==> config.mk <==
export PLATFORM = sky130hd
export DESIGN_NAME = serial_line_assembler
export DESIGN_NICKNAME = d
export VERILOG_FILES = /design/src/design/sla_pkg.sv /design/src/design/serial_line_assembler.sv
export SDC_FILE = /design/constraint.sdc
export NUM_CORES = 1
export LEC_CHECK = 0
export BUFFER_PORTS_ARGS = -buffer_cell sky130_fd_sc_hd__buf_2
export CORE_UTILIZATION = 55
export DETAILED_ROUTE_END_ITERATION = 8
export PLACE_DENSITY = 0.77
export SLEW_MARGIN = 5
export SYNTH_ARGS = -nofsm -noshare
export SYNTH_HDL_FRONTEND = slang
export SYNTH_SLANG_ARGS = --single-unit
==> constraint.sdc <==
create_clock -name clk -period 2.5 [get_ports clk]
set_input_delay 0.125 -clock clk [delete_from_list [all_inputs] [get_ports clk]]
set_output_delay 0.125 -clock clk [all_outputs]
set_load 0.01 [all_outputs]
==> src/design/sla_pkg.sv <==
`default_nettype none

package sla_pkg;

  // line buffer geometry
  localparam int BUFFER_BYTES = 64;
  localparam int ADDR_W       = $clog2(BUFFER_BYTES);

  // counts of delivered characters, wide enough for the 6-bit limit
  localparam int CNT_W   = 7;
  localparam int LIMIT_W = 6;

  localparam int BYTE_W  = 8;
  localparam int TOTAL_W = 32;

  // configuration port
  localparam int PADDR_W = 3;
  localparam int PDATA_W = 32;
  localparam logic [PADDR_W-1:0] REG_MAX_OUT_CHARS = 3'd0;
  localparam logic [LIMIT_W-1:0] MAX_OUT_RESET     = 6'd63;

  // control characters
  localparam logic [BYTE_W-1:0] CH_CR = 8'h0D;
  localparam logic [BYTE_W-1:0] CH_LF = 8'h0A;

endpackage

`default_nettype wire

==> src/design/serial_line_assembler.sv <==
`default_nettype none

// channel   | direction | handshake                | payload
// ----------+-----------+--------------------------+------------------------------------
// input     | in        | in_valid / in_ready      | rx_byte
// output    | out       | out_valid / out_ready    | line_byte, last_of_line,
//           |           |                          | overflow_total
// config    | in        | psel/penable/pwrite      | paddr, pwdata, prdata (pready = 1)
//
// an ordinary byte, carriage return or overflowing byte is accepted without a stall
// a line feed that ends a line of n delivered characters holds the input
// until all n are delivered, output stalls included: each character is one
// read of the single line store port followed by an output transfer
// synchronous active-high reset clears the fill count, discard flag and drop
// counter and reloads the limit of 63; the line store itself is never cleared
// in_ready drops while a line is being delivered

module serial_line_assembler
  import sla_pkg::*;
(
  input  wire logic               clk,
  input  wire logic               rst,

  input  wire logic               in_valid,
  output logic                    in_ready,
  input  wire logic [BYTE_W-1:0]  rx_byte,

  output logic                    out_valid,
  input  wire logic               out_ready,
  output logic [BYTE_W-1:0]       line_byte,
  output logic                    last_of_line,
  output logic [TOTAL_W-1:0]      overflow_total,

  input  wire logic               psel,
  input  wire logic               penable,
  input  wire logic               pwrite,
  input  wire logic [PADDR_W-1:0] paddr,
  input  wire logic [PDATA_W-1:0] pwdata,
  output logic [PDATA_W-1:0]      prdata,
  output logic                    pready
);

  typedef enum logic [2:0] {
    S_IDLE = 3'b001,
    S_READ = 3'b010,
    S_SEND = 3'b100
  } state_t;

  localparam logic [ADDR_W-1:0] FILL_MAX = ADDR_W'(BUFFER_BYTES - 1);

  state_t               state, state_next;
  logic [ADDR_W-1:0]    fill_count;
  logic                 discarding;
  logic [TOTAL_W-1:0]   dropped_lines;
  logic [LIMIT_W-1:0]   max_out_chars;
  logic [CNT_W-1:0]     emit_count;
  logic [ADDR_W-1:0]    rd_idx;

  // line store, one synchronous write and one registered read port
  logic [BYTE_W-1:0]    line_store [BUFFER_BYTES];
  logic [BYTE_W-1:0]    rd_data;
  logic                 wr_en;
  logic                 rd_en;

  logic                 in_xfer;
  logic                 out_xfer;
  logic                 is_cr;
  logic                 is_lf;
  logic                 emit_last;
  logic [CNT_W-1:0]     fill_ext;
  logic [CNT_W-1:0]     limit;
  logic                 cfg_write;

  assign pready    = 1'b1;
  assign cfg_write = psel && penable && pwrite && pready;

  // register read-back; any address above the one register reads zero
  always_comb begin
    prdata = '0;
    if (paddr == REG_MAX_OUT_CHARS) begin
      prdata = PDATA_W'(max_out_chars);
    end
  end

  assign in_ready  = (state == S_IDLE);
  assign in_xfer   = in_valid && in_ready;
  assign out_valid = (state == S_SEND);
  assign out_xfer  = out_valid && out_ready;

  assign is_cr = (rx_byte == CH_CR);
  assign is_lf = (rx_byte == CH_LF);

  // a zero limit behaves as one
  assign fill_ext = CNT_W'(fill_count);
  assign limit    = (max_out_chars == '0) ? CNT_W'(1) : CNT_W'(max_out_chars);

  // store an ordinary byte while there is room and no discard is pending
  assign wr_en = in_xfer && !is_cr && !is_lf && !discarding && (fill_count < FILL_MAX);
  assign rd_en = (state == S_READ);

  always_ff @(posedge clk) begin
    if (wr_en) begin
      line_store[fill_count] <= rx_byte;
    end
    if (rd_en) begin
      rd_data <= line_store[rd_idx];
    end
  end

  assign emit_last      = (CNT_W'(rd_idx) + CNT_W'(1) == emit_count);
  assign line_byte      = rd_data;
  assign last_of_line   = emit_last;
  // no bytes are taken during delivery, so the counter holds still
  assign overflow_total = dropped_lines;

  always_comb begin
    state_next = state;
    unique case (state)
      S_IDLE: begin
        if (in_xfer && !is_cr && !discarding && is_lf && (fill_count != '0)) begin
          state_next = S_READ;
        end
      end
      S_READ: begin
        state_next = S_SEND;
      end
      S_SEND: begin
        if (out_xfer) begin
          state_next = emit_last ? S_IDLE : S_READ;
        end
      end
      default: state_next = S_IDLE;
    endcase
  end

  always_ff @(posedge clk) begin
    if (rst) begin
      state         <= S_IDLE;
      fill_count    <= '0;
      discarding    <= 1'b0;
      dropped_lines <= '0;
      max_out_chars <= MAX_OUT_RESET;
      rd_idx        <= '0;
      emit_count    <= '0;
    end else begin
      state <= state_next;

      if (cfg_write && (paddr == REG_MAX_OUT_CHARS)) begin
        max_out_chars <= pwdata[LIMIT_W-1:0];
      end

      if (in_xfer && !is_cr) begin
        if (discarding) begin
          // line feed closes the dropped line
          if (is_lf) begin
            discarding <= 1'b0;
            fill_count <= '0;
          end
        end else if (is_lf) begin
          if (fill_count != '0) begin
            emit_count <= (fill_ext < limit) ? fill_ext : limit;
            rd_idx     <= '0;
          end
          fill_count <= '0;
        end else if (fill_count < FILL_MAX) begin
          fill_count <= fill_count + ADDR_W'(1);
        end else begin
          // line outgrew the buffer: drop it and skip to the next line feed
          dropped_lines <= dropped_lines + TOTAL_W'(1);
          fill_count    <= '0;
          discarding    <= 1'b1;
        end
      end

      if (out_xfer && !emit_last) begin
        rd_idx <= rd_idx + ADDR_W'(1);
      end
    end
  end

endmodule

`default_nettype wire
=== Word-level counts from Yosys, hierarchy flattened ===
Memory sizes are Yosys's and may differ from the RTL's. A register that Yosys moved wholly into a read port is not among the register bits.
Index checks and enable logic that the tools add are counted.

* Add/sub/neg operators: 4
* $lt $le $gt $ge: 2
* Eq/ne operators: 10
* Mux-type cells: 22
* Bitwise operators: 3
* Reductions and logical operators: 28

{| class="wikitable"
|+ Operators by type and width
! operator !! count
|-
| 6-bit two-way mux || 12
|-
| 32-bit by 1-bit adder with 32-bit output (second input constant) || 1
|-
| 8-bit by 4-bit == test with 1-bit output (second input constant) || 2
|-
| 1-bit logical AND || 13
|-
| 6-bit by 1-bit adder with 6-bit output (second input constant) || 2
|-
| 4-bit AND reduction || 3
|-
| 3-bit case mux with 3 select lines || 1
|-
| 2-bit by 1-bit != test with 1-bit output (second input constant) || 4
|-
| 6-bit by 1-bit adder with 7-bit output (second input constant) || 1
|-
| 7-bit == test || 1
|-
| 6-bit zero test || 1
|-
| 6-bit less-than comparator || 1
|-
| 6-bit less-than comparator (second input constant) || 1
|-
| 1-bit two-way mux || 6
|-
| 3-bit two-way mux || 2
|-
| 2-bit nonzero test || 3
|-
| 6-bit nonzero test || 1
|-
| 1-bit zero test || 4
|-
| 2-bit AND reduction || 2
|-
| 3-bit by 1-bit == test with 1-bit output (second input constant) || 1
|-
| 3-bit by 2-bit == test with 1-bit output (second input constant) || 1
|-
| 3-bit == test (second input constant) || 1
|-
| 3-bit zero test || 1
|-
| 1-bit NOT || 3
|-
| 2-bit two-way mux || 1
|}

* Register bits: 61
* Memory bits (writable): 512
* Input bits: 50
* Output and inout bits: 76
* Word-level logic and storage cells: 77
* Memories: 1

{| class="wikitable"
|+ Memories
! memory !! words !! bits a word !! read ports !! clocked after memory_dff !! wr ports !! line !! RTL
|-
| line_store || 64 || 8 || 1 || 1 || 1 || serial_line_assembler.sv:60 || <nowiki>logic [BYTE_W-1:0] line_store [BUFFER_BYTES];</nowiki>
|}

=== Longest topological paths before layout ===
* Depth in word-level cells: 8
* Gate-level depth with buffers: 9
* Gate-level depth less buffers: 8

=== Worst setup path after synthesis ===
OpenSTA, ideal clock, no wires.

* Kind: register to register
* Start point: register state[0]
* End point: memory line_store[43][0], enable pin
* Library setup time: 0.398 ns
* Arrival time: 2.212 ns
* Required time: 2.102 ns
* Path slack: -0.110 ns
* Stages on the path, launching flop included: 6
* Path buffers: 0
* Clock period less this slack: 2.610 ns
* Cells stage by stage: dfxtp_1 nor3b_4 nand3b_2 nor2_1 nand2_1 nor4b_1

* Cells in the longest elaborated chain, start to end: 8

{| class="wikitable"
|+ Ends and longest elaborated chain
! what !! line !! RTL
|-
| start: declaration || serial_line_assembler.sv:51 || <nowiki>state_t state, state_next;</nowiki>
|-
| start signal: assignment || serial_line_assembler.sv:146 || <nowiki>state <= state_next;</nowiki>
|-
| 3-bit by 1-bit == test with 1-bit output || serial_line_assembler.sv:85 || <nowiki>assign in_ready = (state == S_IDLE);</nowiki>
|-
| via in_ready || serial_line_assembler.sv:25 || <nowiki>output logic in_ready,</nowiki>
|-
| 1-bit logical AND || serial_line_assembler.sv:86 || <nowiki>assign in_xfer = in_valid && in_ready;</nowiki>
|-
| 1-bit logical AND (4 in series) || serial_line_assembler.sv:98 || <nowiki>assign wr_en = in_xfer && !is_cr && !is_lf && !discarding && (fill_count < FILL_MAX);</nowiki>
|-
| 1-bit two-way mux || serial_line_assembler.sv:102 || <nowiki>if (wr_en) begin</nowiki>
|-
| 1-bit two-way mux (not written as such) || serial_line_assembler.sv:103 || <nowiki>line_store[fill_count] <= rx_byte;</nowiki>
|-
| end: declaration || serial_line_assembler.sv:60 ||
|}

The timed path passes the listed nets, and every way through them passes these cells.

==> impl_metrics.env <==
export IMPL_status="finished with violations"
export IMPL_violations="negative setup slack"
export IMPL_powerDensity_nw_per_um2=698
export IMPL_die_h_um=208
export IMPL_crit_fanout=8
export IMPL_criticalPathCategory="flip-flop to flip-flop"
export IMPL_die_area_um2=43300
export IMPL_syn_inst=1250
export IMPL_arrival_ps=2880
export IMPL_initial_core_util_pct=55.8
export IMPL_crit_slowest_cell="mux4_2"
export IMPL_final_nets=1502
export IMPL_avgSynthCellArea_um2=18.7
export IMPL_cp_required_ps=2850
export IMPL_die_x_um=208
export IMPL_critPathMostFrequentCell="mux4_2"
export IMPL_tns_ps=-55.2
export IMPL_cp_num_buf_inv=4
export IMPL_hp_class="input pin to flip-flop"
export IMPL_ys_warn_count=0
export IMPL_numClockSinks=580
export IMPL_setup_viol=3
export IMPL_rsz0062_at_grt="true"
export IMPL_synth_edf_count=520
export IMPL_ys_top_cells_by_area="edfxtp_1, mux4_2, dfxtp_1"
export IMPL_core_um2=41900
export IMPL_drive_above_1_share_pct=34.5
export IMPL_syn_area_um2=23300
export IMPL_postLayoutCellArea_um2=27600
export IMPL_hpwl_um=31700
export IMPL_place_area_um2=25100
export IMPL_crit_family="multiplexers"
export IMPL_power_w=0.0193
export IMPL_drt_vias_per_instance=6.20
export IMPL_gp_congestion=0.866
export IMPL_io_pins=126
export IMPL_wl_per_cell_um=26.8
export IMPL_yosysTopAreaCell="edfxtp_1"
export IMPL_max_slew_margin_pct=42.2
export IMPL_final_cells=2024
export IMPL_max_stage_delay_ps=540
export IMPL_grtUsageTotal_pct=25.0
export IMPL_fmax_ghz=0.396
export IMPL_cts_tree="built"
export IMPL_post_place_ws_ps=-130
export IMPL_drt_pre_antenna_iters=6
export IMPL_worst_pin_slew_ps=865
export IMPL_min_from="in_valid"
export IMPL_p_leak_nw=8.91
export IMPL_drt_first_iter_violations=1430
export IMPL_grt_pass1_wl_um=79800
export IMPL_via_count=12500
export IMPL_grt_pass1_vias=12800
export IMPL_hold_viol=0
export IMPL_crit_start="rd_idx[0]"
export IMPL_grt_util_met3_pct=4.06
export IMPL_htree_levels=2
export IMPL_use_met2_pct=42.0
export IMPL_path_cells="buf_12, buf_6, buf_16, buf_4, mux4_2, mux4_2, a22oi_2, nand2_1"
export IMPL_worstSetupStartpointType="flip-flop"
export IMPL_final_max_slew_viol_count=0
export IMPL_post_route_period_util_pct=101
export IMPL_finalCriticalPeriod_ps=2530
export IMPL_cp_end_kind="flip-flop"
export IMPL_ys_ff_latch=580
export IMPL_yosysUniqueCellTypes=58
export IMPL_timing_rr_start="rd_idx[0]"
export IMPL_root_buffer="clkbuf_16"
export IMPL_area_growth_pct=18.5
export IMPL_grt_max_degree=67
export IMPL_antenna_left=0
export IMPL_fin_ws_ps=-27.9
export IMPL_wirelength_um=54300
export IMPL_drv_cap=0
export IMPL_drc_errors=0
export IMPL_async_flop_share_pct=0
export IMPL_dp_cells=1890
export IMPL_grtUsageMet1_pct=33.3
export IMPL_overflow=0
export IMPL_grt_busiest_layer="met2"
export IMPL_synth_top_area_share_pct=66.9
export IMPL_synth_main_ff_cell="edfxtp_1"
export IMPL_numPortBuffers=72
export IMPL_max_clock_path_buffers=3
export IMPL_cts_clk_slew_worst_paths_ps=70
export IMPL_ir_drop_uv=521
export IMPL_clock_latency_ps=600
export IMPL_rows=75
export IMPL_numCtsBuffers=56
export IMPL_seq_area_frac_synth_pct=72.1
export IMPL_antenna_found_initial=2
export IMPL_finClkSkew_ps=22.5
[power by group]
group / total (W) / switching (W) / leakage [nW] / internal (W)
clock network: 0.00805 / 0.00350 / 0.829 / 0.00456
registers: 0.0106 / 0.0000238 / 5.16 / 0.0106
logic: 0.000633 / 0.000441 / 2.92 / 0.000191
[routing by layer]
metal,wire length [um],vias to the layer above
li1,-,5348
met5,0,-
met1,20400,6415
met3,4760,109
met4,1810,0
met2,27300,671
[stage by stage]
| stage | utilization (%) | hold WS, ps |
|---|---|---|
| final | 66.1 | 81.3 |
| after global routing | 66.1 | 110 |
| after CTS | 65.0 | 56.5 |
| after detailed placement | 59.9 | 331 |
| after global placement | 59.9 | 330 |
| after floorplan | - | 224 |
[cells in the mapped netlist (all sizes together) (5+ instances only)]
cell    count
or3        14
nor2      114
nand2      39
a22oi      17
xor2       15
xnor2      19
nor3       14
ha          9
a21oi      18
a211o       9
nor4        5
dfxtp      60
nand3      20
edfxtp    520
o21ai      14
inv        17
a211oi      6
nor2b       7
a31oi       5
clkbuf     32
nand4      10
buf        62
and2        9
and3        6
mux2i       7
mux4      160
nor3b       8
[area by class of cell]
cell class	instances	area [um2]
inverters	17	63.8
multi-input cells	584	6390
clock buffers	69	1470
well taps	539	674
flip-flops and latches	580	16800
diodes	2	5.00
clock inverters	29	236
fillers	2669	14200
repair buffers	204	1980
[logic make-up (layout without fill, tap and decap cells)]
| logic type | Yosys count | count (layout) | synth area share (%) |
|---|---|---|---|
| AO/OA/AOI/OAI | 86 | 86 | 2.50 |
| XOR/XNOR | 34 | 34 | 1.28 |
| adder cells (fa/ha/maj) | 9 | 9 | 0.483 |
| buffers and inverters | 111 | 319 | 2.34 |
| flip-flops | 580 | 580 | 72.1 |
| multiplexers | 167 | 167 | 15.7 |
| other | 2 | 29 | 0.0322 |
| AND/OR/NAND/NOR | 261 | 261 | 5.56 |
[final timing paths]
check / end / slack, ps / cells after the start
worst max register to register: line_byte[2] / -30 / 8
worst min register to register: emit_count[0] / 500 / 2
worst min-delay path: fill_count[4] / 80 / 4
worst max-delay path: line_byte[2] / -30 / 8
[state kept, by name, indices dropped and copies added, names as in the netlist]
| signal | flops |
|---|---|
| discarding | 1 |
| emit_count | 6 |
| fill_count | 6 |
| line_byte | 8 |
| line_store | 512 |
| max_out_chars | 6 |
| overflow_total | 32 |
| rd_idx | 6 |
| state | 3 |
[cells in the final DEF, fill, tap and decap left out, types with 36 or more instances in the layout]
cell type | synthesis | routed
nor2_1 | 114 | 71
buf_2 | 16 | 71
clkbuf_16 | 0 | 61
mux4_2 | 160 | 160
edfxtp_1 | 520 | 520
buf_4 | 27 | 81
dfxtp_1 | 60 | 56
nand2_1 | 39 | 36
[timing repair]
| action | 4_1_cts | 5_1_grt |
|---|---|---|
| cloned | 5 | 4 |
| pin swaps | 0 | 10 |
| hold endpoints to repair | 12 | 0 |
| buffers inserted | 6 | 12 |
| gates resized for setup | 36 | 65 |
| setup endpoints to repair | 165 | 315 |
| hold buffers | 8 | 0 |
[worst register-to-register path, stage by stage, from the launching register on]
cell	delay, ps
dfxtp_4	380
buf_12	160
buf_6	130
buf_16	130
buf_4	120
mux4_2	510
mux4_2	540
a22oi_2	250
nand2_1	80
(Power assumes the default switching activity.)
